===== config.mk =====
export PLATFORM = sky130hd
export DESIGN_NAME = multiplexed_timer_slots
export DESIGN_NICKNAME = d
export VERILOG_FILES = /design/src/design/mts_pkg.sv /design/src/design/mts_cell.sv /design/src/design/mts_head.sv /design/src/design/multiplexed_timer_slots.sv
export SDC_FILE = /design/constraint.sdc
export NUM_CORES = 1
export LEC_CHECK = 0
export BUFFER_PORTS_ARGS = -buffer_cell sky130_fd_sc_hd__buf_2
export CORE_MARGIN = 2
export CORE_UTILIZATION = 65
export DETAILED_ROUTE_END_ITERATION = 10
export GPL_TIMING_DRIVEN = 0
export PLACE_DENSITY = 0.86
export SLEW_MARGIN = 15
export SYNTH_ARGS = -nofsm -noshare
export SYNTH_HDL_FRONTEND = slang
export SYNTH_SLANG_ARGS = --single-unit

===== constraint.sdc =====
create_clock -name clk -period 8.1 [get_ports clk]
set_input_delay 1.62 -clock clk [delete_from_list [all_inputs] [get_ports clk]]
set_output_delay 1.62 -clock clk [all_outputs]
set_load 0.01 [all_outputs]

===== src/design/mts_pkg.sv =====
// Package for the multiplexed timer slot bank: operation codes, control states,
// head-of-ring control/status structs and stream packing constants.
// No dependencies.
package mts_pkg;

  typedef enum logic [1:0] {
    OP_TICK  = 2'd0,
    OP_SET   = 2'd1,
    OP_START = 2'd2,
    OP_STOP  = 2'd3
  } op_t;

  typedef enum logic {
    ST_IDLE = 1'b0,
    ST_RUN  = 1'b1
  } state_t;

  typedef struct packed {
    op_t  op;
    logic hit;
  } head_ctl_t;

  typedef struct packed {
    logic fire;
    logic fire_rep;
  } head_stat_t;

  localparam int IDX_W       = 3;
  localparam int PERIOD_W    = 32;
  localparam int IN_TDATA_W  = 40;
  localparam int IN_TUSER_W  = 2;
  localparam int OUT_TDATA_W = 8;

  localparam int IN_IDX_LSB  = 0;
  localparam int IN_PER_LSB  = IN_IDX_LSB + IDX_W;
  localparam int IN_MODE_BIT = IN_PER_LSB + PERIOD_W;

endpackage


===== src/design/mts_cell.sv =====
// One cell of the slot ring: holds a slot record and passes it to its
// neighbor when the ring advances. Flags a slot that expires on the next tick.
// No package dependencies.
module mts_cell #(
  parameter int COUNT_BITS = 32
) (
  input  logic                  clk,
  input  logic                  rst_n,
  input  logic                  shift_en,
  input  logic                  d_running,
  input  logic                  d_repeating,
  input  logic [COUNT_BITS-1:0] d_remaining,
  input  logic [COUNT_BITS-1:0] d_period,
  output logic                  q_running,
  output logic                  q_repeating,
  output logic [COUNT_BITS-1:0] q_remaining,
  output logic [COUNT_BITS-1:0] q_period,
  output logic                  q_expiring
);

  logic                  running_r;
  logic                  repeating_r;
  logic [COUNT_BITS-1:0] remaining_r;
  logic [COUNT_BITS-1:0] period_r;

  always_ff @(posedge clk) begin
    if (!rst_n) begin
      running_r   <= 1'b0;
      repeating_r <= 1'b0;
      remaining_r <= '0;
      period_r    <= '0;
    end else if (shift_en) begin
      running_r   <= d_running;
      repeating_r <= d_repeating;
      remaining_r <= d_remaining;
      period_r    <= d_period;
    end
  end

  assign q_running   = running_r;
  assign q_repeating = repeating_r;
  assign q_remaining = remaining_r;
  assign q_period    = period_r;
  assign q_expiring  = running_r && (remaining_r[COUNT_BITS-1:1] == '0);

endmodule


===== src/design/mts_head.sv =====
// Update unit at the head of the slot ring: applies a tick or a command to
// the slot record passing by. Depends on mts_pkg.
module mts_head import mts_pkg::*; #(
  parameter int COUNT_BITS = 32
) (
  input  head_ctl_t             ctl,
  input  logic [COUNT_BITS-1:0] in_period,
  input  logic                  in_repeating,
  input  logic                  cur_running,
  input  logic                  cur_repeating,
  input  logic [COUNT_BITS-1:0] cur_remaining,
  input  logic [COUNT_BITS-1:0] cur_period,
  output logic                  nxt_running,
  output logic                  nxt_repeating,
  output logic [COUNT_BITS-1:0] nxt_remaining,
  output logic [COUNT_BITS-1:0] nxt_period,
  output head_stat_t            stat
);

  always_comb begin
    logic reload;
    reload        = cur_repeating && (cur_period != '0);
    nxt_running   = cur_running;
    nxt_repeating = cur_repeating;
    nxt_remaining = cur_remaining;
    nxt_period    = cur_period;
    stat          = '0;
    case (ctl.op)
      OP_TICK: begin
        if (cur_running) begin
          if (cur_remaining[COUNT_BITS-1:1] != '0) begin
            nxt_remaining = cur_remaining - COUNT_BITS'(1);
          end else begin
            stat.fire     = 1'b1;
            stat.fire_rep = reload;
            if (reload) begin
              nxt_remaining = cur_period;
            end else begin
              nxt_running   = 1'b0;
              nxt_remaining = '0;
            end
          end
        end
      end
      OP_SET: begin
        if (ctl.hit) begin
          nxt_period    = in_period;
          nxt_repeating = in_repeating;
          if (cur_running) begin
            nxt_running   = (in_period != '0);
            nxt_remaining = in_period;
          end
        end
      end
      OP_START: begin
        if (ctl.hit) begin
          nxt_running   = (cur_period != '0);
          nxt_remaining = cur_period;
        end
      end
      OP_STOP: begin
        if (ctl.hit) begin
          nxt_running   = 1'b0;
          nxt_remaining = '0;
        end
      end
      default: begin
      end
    endcase
  end

endmodule


===== src/design/multiplexed_timer_slots.sv =====
// Top level of the multiplexed timer slot bank: a ring of slot cells, the
// head update unit, sequencing control and the result register.
// Depends on mts_pkg, mts_cell and mts_head.
//
// Each input transfer (tick or command) is worked on while every slot record
// rotates once through the update unit at the head of the ring; the block
// then returns to idle and takes no new transfer before that. A tick yields
// one result per expiring slot in ascending slot order with tlast on the final
// one; the ring holds while a result cannot be placed in the output register.
// A result waiting on the output does not block the next input transfer.
module multiplexed_timer_slots import mts_pkg::*; #(
  parameter int TIMER_SLOTS = 8,
  parameter int COUNT_BITS  = 32
) (
  input  logic                   clk,
  input  logic                   rst_n,
  input  logic                   in_tvalid,
  output logic                   in_tready,
  // [2:0] timer_index, [34:3] period, [35] mode, [39:36] zero
  input  logic [IN_TDATA_W-1:0]  in_tdata,
  // [1:0] operation
  input  logic [IN_TUSER_W-1:0]  in_tuser,
  output logic                   out_tvalid,
  input  logic                   out_tready,
  // [2:0] fired_timer, [3] fired_repeating, [7:4] zero
  output logic [OUT_TDATA_W-1:0] out_tdata,
  output logic                   out_tlast
);

  localparam int SW = $clog2(TIMER_SLOTS);
  localparam int CW = (SW > IDX_W) ? SW : IDX_W;

  state_t                state_r, state_nxt;
  logic [SW-1:0]         step_r, step_nxt;
  logic [TIMER_SLOTS-1:0] fire_r, fire_nxt;
  op_t                   op_r, op_nxt;
  logic [IDX_W-1:0]      idx_r, idx_nxt;
  logic [COUNT_BITS-1:0] per_r, per_nxt;
  logic                  rep_r, rep_nxt;
  logic                  out_valid_r, out_valid_nxt;
  logic [IDX_W-1:0]      out_timer_r, out_timer_nxt;
  logic                  out_rep_r, out_rep_nxt;
  logic                  out_last_r, out_last_nxt;

  logic                  accept;
  logic                  advance;
  logic                  last_step;
  logic                  is_last_fire;

  logic                  run_q  [TIMER_SLOTS];
  logic                  rpt_q  [TIMER_SLOTS];
  logic [COUNT_BITS-1:0] rem_q  [TIMER_SLOTS];
  logic [COUNT_BITS-1:0] per_q  [TIMER_SLOTS];
  logic [TIMER_SLOTS-1:0] exp_vec;

  logic                  h_running, h_repeating;
  logic [COUNT_BITS-1:0] h_remaining, h_period;
  head_ctl_t             h_ctl;
  head_stat_t            h_stat;

  for (genvar k = 0; k < TIMER_SLOTS; k++) begin : g_ring
    logic                  d_run, d_rpt;
    logic [COUNT_BITS-1:0] d_rem, d_per;
    if (k == TIMER_SLOTS - 1) begin : g_tail
      assign d_run = h_running;
      assign d_rpt = h_repeating;
      assign d_rem = h_remaining;
      assign d_per = h_period;
    end else begin : g_mid
      assign d_run = run_q[k+1];
      assign d_rpt = rpt_q[k+1];
      assign d_rem = rem_q[k+1];
      assign d_per = per_q[k+1];
    end
    mts_cell #(.COUNT_BITS(COUNT_BITS)) u_cell (
      .clk        (clk),
      .rst_n      (rst_n),
      .shift_en   (advance),
      .d_running  (d_run),
      .d_repeating(d_rpt),
      .d_remaining(d_rem),
      .d_period   (d_per),
      .q_running  (run_q[k]),
      .q_repeating(rpt_q[k]),
      .q_remaining(rem_q[k]),
      .q_period   (per_q[k]),
      .q_expiring (exp_vec[k])
    );
  end

  assign h_ctl.op  = op_r;
  assign h_ctl.hit = (CW'(step_r) == CW'(idx_r));

  mts_head #(.COUNT_BITS(COUNT_BITS)) u_head (
    .ctl          (h_ctl),
    .in_period    (per_r),
    .in_repeating (rep_r),
    .cur_running  (run_q[0]),
    .cur_repeating(rpt_q[0]),
    .cur_remaining(rem_q[0]),
    .cur_period   (per_q[0]),
    .nxt_running  (h_running),
    .nxt_repeating(h_repeating),
    .nxt_remaining(h_remaining),
    .nxt_period   (h_period),
    .stat         (h_stat)
  );

  assign last_step    = (step_r == SW'(TIMER_SLOTS - 1));
  assign is_last_fire = ((fire_r >> 1) == '0);

  // control outputs
  always_comb begin
    in_tready = (state_r == ST_IDLE);
    accept    = in_tvalid && in_tready;
    advance   = (state_r == ST_RUN) && (!h_stat.fire || !out_valid_r || out_tready);
  end

  // next state
  always_comb begin
    state_nxt = state_r;
    case (state_r)
      ST_IDLE: begin
        if (accept) state_nxt = ST_RUN;
      end
      ST_RUN: begin
        if (advance && last_step) state_nxt = ST_IDLE;
      end
      default: state_nxt = ST_IDLE;
    endcase
  end

  // datapath next values
  always_comb begin
    step_nxt      = step_r;
    fire_nxt      = fire_r;
    op_nxt        = op_r;
    idx_nxt       = idx_r;
    per_nxt       = per_r;
    rep_nxt       = rep_r;
    out_valid_nxt = out_valid_r;
    out_timer_nxt = out_timer_r;
    out_rep_nxt   = out_rep_r;
    out_last_nxt  = out_last_r;
    if (out_valid_r && out_tready) out_valid_nxt = 1'b0;
    if (accept) begin
      step_nxt = '0;
      op_nxt   = op_t'(in_tuser[1:0]);
      idx_nxt  = in_tdata[IN_IDX_LSB +: IDX_W];
      per_nxt  = COUNT_BITS'(in_tdata[IN_PER_LSB +: PERIOD_W]);
      rep_nxt  = in_tdata[IN_MODE_BIT];
      fire_nxt = (op_t'(in_tuser[1:0]) == OP_TICK) ? exp_vec : '0;
    end else if (advance) begin
      step_nxt = last_step ? '0 : step_r + SW'(1);
      fire_nxt = fire_r >> 1;
      if (h_stat.fire) begin
        out_valid_nxt = 1'b1;
        out_timer_nxt = IDX_W'(step_r);
        out_rep_nxt   = h_stat.fire_rep;
        out_last_nxt  = is_last_fire;
      end
    end
  end

  always_ff @(posedge clk) begin
    if (!rst_n) begin
      state_r     <= ST_IDLE;
      step_r      <= '0;
      fire_r      <= '0;
      op_r        <= OP_TICK;
      out_valid_r <= 1'b0;
    end else begin
      state_r     <= state_nxt;
      step_r      <= step_nxt;
      fire_r      <= fire_nxt;
      op_r        <= op_nxt;
      out_valid_r <= out_valid_nxt;
    end
  end

  always_ff @(posedge clk) begin
    idx_r       <= idx_nxt;
    per_r       <= per_nxt;
    rep_r       <= rep_nxt;
    out_timer_r <= out_timer_nxt;
    out_rep_r   <= out_rep_nxt;
    out_last_r  <= out_last_nxt;
  end

  assign out_tvalid = out_valid_r;
  assign out_tdata  = {{(OUT_TDATA_W - IDX_W - 1){1'b0}}, out_rep_r, out_timer_r};
  assign out_tlast  = out_last_r;

endmodule


==> metrics.md <==
| Metric | Value |
|---|---|
| Synth warn | 0 |
| Worst-Skew Late Latency | 0.63 ns |
| Clk slew on worst S/H paths | 0.06 ns |
| Max_cap viols | 0 |
| Required @ worst endpoint | between 8 and 9 ns |
| Std-Cell Rows | 68 |
| Max Fclk | 230 MHz |
| Detailed-route via count | 22270 |
| R2r worst-path depth | 10 |
| Setup violations, final | 0 |
| Initial antenna violation count | 2 |
| Ys async rst share | 0% |
| Most frequent cells in the layout | nand2_1 (966), dfxtp_1 (542), a21oi_1 (516) |
| Post-synthesis sequential area ratio | 53.4% |
| Commonest non-fill, non-tap cell in the layout | nand2_1 |
| First-pass GRT wire length | between 100000 and 150000 µm |
| Die height | 191 µm |
| Wirelength per Cell | 24.3 µm |
| Post-CTS resize count | 0 |
| Synth-to-Final Area Change | 12.0% |
| Post-Syn Area per Cell | around 8.1 µm² |
| Final worst slack | 3.74 ns |
| Max FO, Critical Path | 10 |
| Clock sinks | 583 |
| H-tree Lvls | 2 |
| Die Wd | 191 µm |
| Setup tns final | 0 ns |
| Mapped Area | 22600 µm² |
| RSZ-0062 raised after global routing | false |
| HPWL after detailed placement | 60000 µm |
| Worst EP arrival | 4.83 ns |
| Antenna viol nets, final | 0 |
| Slew HR | about 17% |
| Hold Vio Cnt, Final | 0 |
| CTS root buffer | clkbuf_16 |
| Hold WC Path Type | reg2reg |
| Routed wire length | 82600 µm |
| Std-Cell Core Area | 34500 µm² |
| Yosys top cell by area | dfxtp_1 |
| Syn Inst Count | ~2800 |
| Critical setup path kind | reg2reg |
| RR Startpoint | g_ring[0].u_cell.q_running$_SDFFE_PN0P_ |
| CP Launch Type | flip-flop |
| RR Endpoint | g_ring[5].u_cell.q_period[23]$_SDFFE_PN0P_ |
| Final clock skew | 0.0206 ns |
| Postcts setup bufs | 0 |
| Io pins | 57 |
| Netlist cell types | between 50 and 60 |
| Synth area leaders | dfxtp_1 (48%), nand2_1 (16%), a21oi_1 (11%) |
| Drt drc | 0 |
| Largest net degree at the start of global routing | 45 |
| Worst vdd ir | ~240 µV |
| Initial Util | 65.7% |
| Worst Tran Pin Value | about 1.2 ns |
| DR vias/cell | 6.56 |
| All-Layer GR Usage | 45.0% |
| RePlAce Congestion | around 1.0 |
| Max-slew violation count | 0 |
| Vias in the first global route | between 20000 and 25000 |
| Run status | finished, final reports clean |
| Minimum clock period | roughly 4.4 ns |
| Synth top area share | 47.9% |
| CTS buffer count | 56 |
| Antenna diodes | 0 |
| Port bufs | 48 |
| Share of layout cells above drive strength 1 | 8.61% |
| CTS tree | yes |
| P_leak | 8.41 nW |
| FF+latch count, synth | approximately 580 |
| Initial DRT Pass Iterations | 8 |
| Post-synth EDFFs | 41 |
| Main synth FF type | dfxtp_1 |
| Flop-to-flop setup slack | 3.74 ns |
| Cts hold-fix bufs | 0 |
| Drt initial violations | about 3000 |
| Crit. End Element | flip-flop |
| Util after Layout | 73.6% |
| PD cells | 238 nW/µm² |
| Layout Nets | 2942 |
| Min-delay src | g_ring[5].u_cell.q_remaining[0]$_SDFFE_PN0P_ |
| Grt total ovfl | 0 |
| Hold endpoint | g_ring[4].u_cell.q_remaining[0]$_SDFFE_PN0P_ |
| Die ar. | 36300 µm² |
| DP Worst Slack | approximately 4.1 ns |
| Cells on Worst Hold Path | 2 |
| Final period utilization | 53.8% |
| CTS max path bufs | 3 |
==> worst max-delay path: stages (launching register included) <==
cell and delay [ns]:
dfxtp_1 0.35, clkbuf_1 0.41, nor2b_1 0.33, nor2b_1 0.95, nand4_2 0.48, o21a_1 0.34
buf_2 0.27, clkbuf_1 0.42, buf_2 0.32, nand2_1 0.22, a21oi_1 0.09
==> worst max-delay path by stage <==
| stage | startpoint | to | slack (ns) | depth (start not counted) |
|---|---|---|---|---|
| floorplan | in_tvalid | fire_r[1]$_SDFFE_PN0P_ | 4.90 | 4 |
| global placement | g_ring[0].u_cell.q_running$_SDFFE_PN0P_ | out_timer_r[0]$_DFFE_PP_ | 4.01 | 8 |
| detailed placement | g_ring[0].u_cell.q_running$_SDFFE_PN0P_ | out_timer_r[1]$_DFFE_PP_ | 4.13 | 8 |
| CTS | g_ring[0].u_cell.q_running$_SDFFE_PN0P_ | out_rep_r$_SDFFCE_PP0P_ | 4.12 | 8 |
| global route | g_ring[0].u_cell.q_running$_SDFFE_PN0P_ | g_ring[5].u_cell.q_period[22]$_SDFFE_PN0P_ | 3.76 | 10 |
| finish | g_ring[0].u_cell.q_running$_SDFFE_PN0P_ | g_ring[5].u_cell.q_period[23]$_SDFFE_PN0P_ | 3.74 | 10 |
==> through the flow <==
| stage | hold WS, ns | std cells | power [W] | cell area (µm²) |
|---|---|---|---|---|
| detailed placement | 0.443 | 3290 | 0.00341 | 23500 |
| global placement | 0.436 | 3289 | 0.00339 | 23500 |
| global route | 0.466 | 3394 | 0.00616 | 25400 |
| floorplan | 0.432 | 2786 | 0.00326 | 22600 |
| CTS | 0.453 | 3394 | 0.00600 | 25300 |
| finish | 0.455 | 3394 | 0.00604 | 25400 |
==> cells by family (layout without fill, tap and decap cells) <==
kind of cell,Yosys count,in the layout,synth area share [%]
flip-flops,583,583,53.4
AND/OR/NAND/NOR,1210,1210,22.1
AO/OA/AOI/OAI,710,710,17.4
XOR/XNOR,20,20,0.774
multiplexers,33,33,1.46
adder cells (fa/ha/maj),3,3,0.166
buffers and inverters,223,376,4.75
other,1,4,0.0166
==> registers in the layout, indices dropped and copies added (netlist names) <==
| name | flops |
|---|---|
| g_ring.u_cell.q_running | 8 |
| rep_r | 1 |
| op_r | 2 |
| per_r | 32 |
| out_tvalid | 1 |
| step_r | 3 |
| state_r | 1 |
| g_ring.u_cell.q_repeating | 8 |
| g_ring.u_cell.q_period | 256 |
| g_ring.u_cell.q_remaining | 256 |
| idx_r | 3 |
| out_timer_r | 3 |
| out_tlast | 1 |
| fire_r | 7 |
| out_rep_r | 1 |
==> metal layers <==
layer,GRT usage [%],wire [µm],up-vias
li1,-,-,9716
met5,0,27,-
met3,9.15,8950,389
met4,26.8,5850,4
met2,70.0,36400,1552
met1,58.0,31400,10609
==> report_power, final <==
group          switching, W  total (W)  internal [W]  leakage (nW)
clock network       0.00115    0.00267       0.00152         0.923
logic              0.000278   0.000366     0.0000880          2.72
registers         0.0000508    0.00300       0.00295          4.77
total               0.00148    0.00604       0.00456          8.41
==> layout make-up <==
type / count / area [µm²]
plain buffers: 216 / 1050
inverters: 7 / 27.5
repair buffers: 49 / 248
flip-flops and latches: 583 / 12100
fillers: 2438 / 9100
well taps: 455 / 569
clock inverters: 13 / 149
clock buffers: 91 / 1730
multi-input cells: 1980 / 9510
==> synthesized netlist by cell type (12+ instances only) <==
cell      instances
mux2i_1          33
nor2_1           69
xor2_1           15
nor4_1           76
buf_2            77
a21oi_1         516
buf_4            26
clkbuf_1        106
dfxtp_1         542
a31oi_1          22
edfxtp_1         41
o21ai_0          55
a221oi_1         14
a22oi_1          12
nand2_1         966
a211oi_1         39
nor3_1           19
nand4_1          24
(Power assumes the default switching activity.)
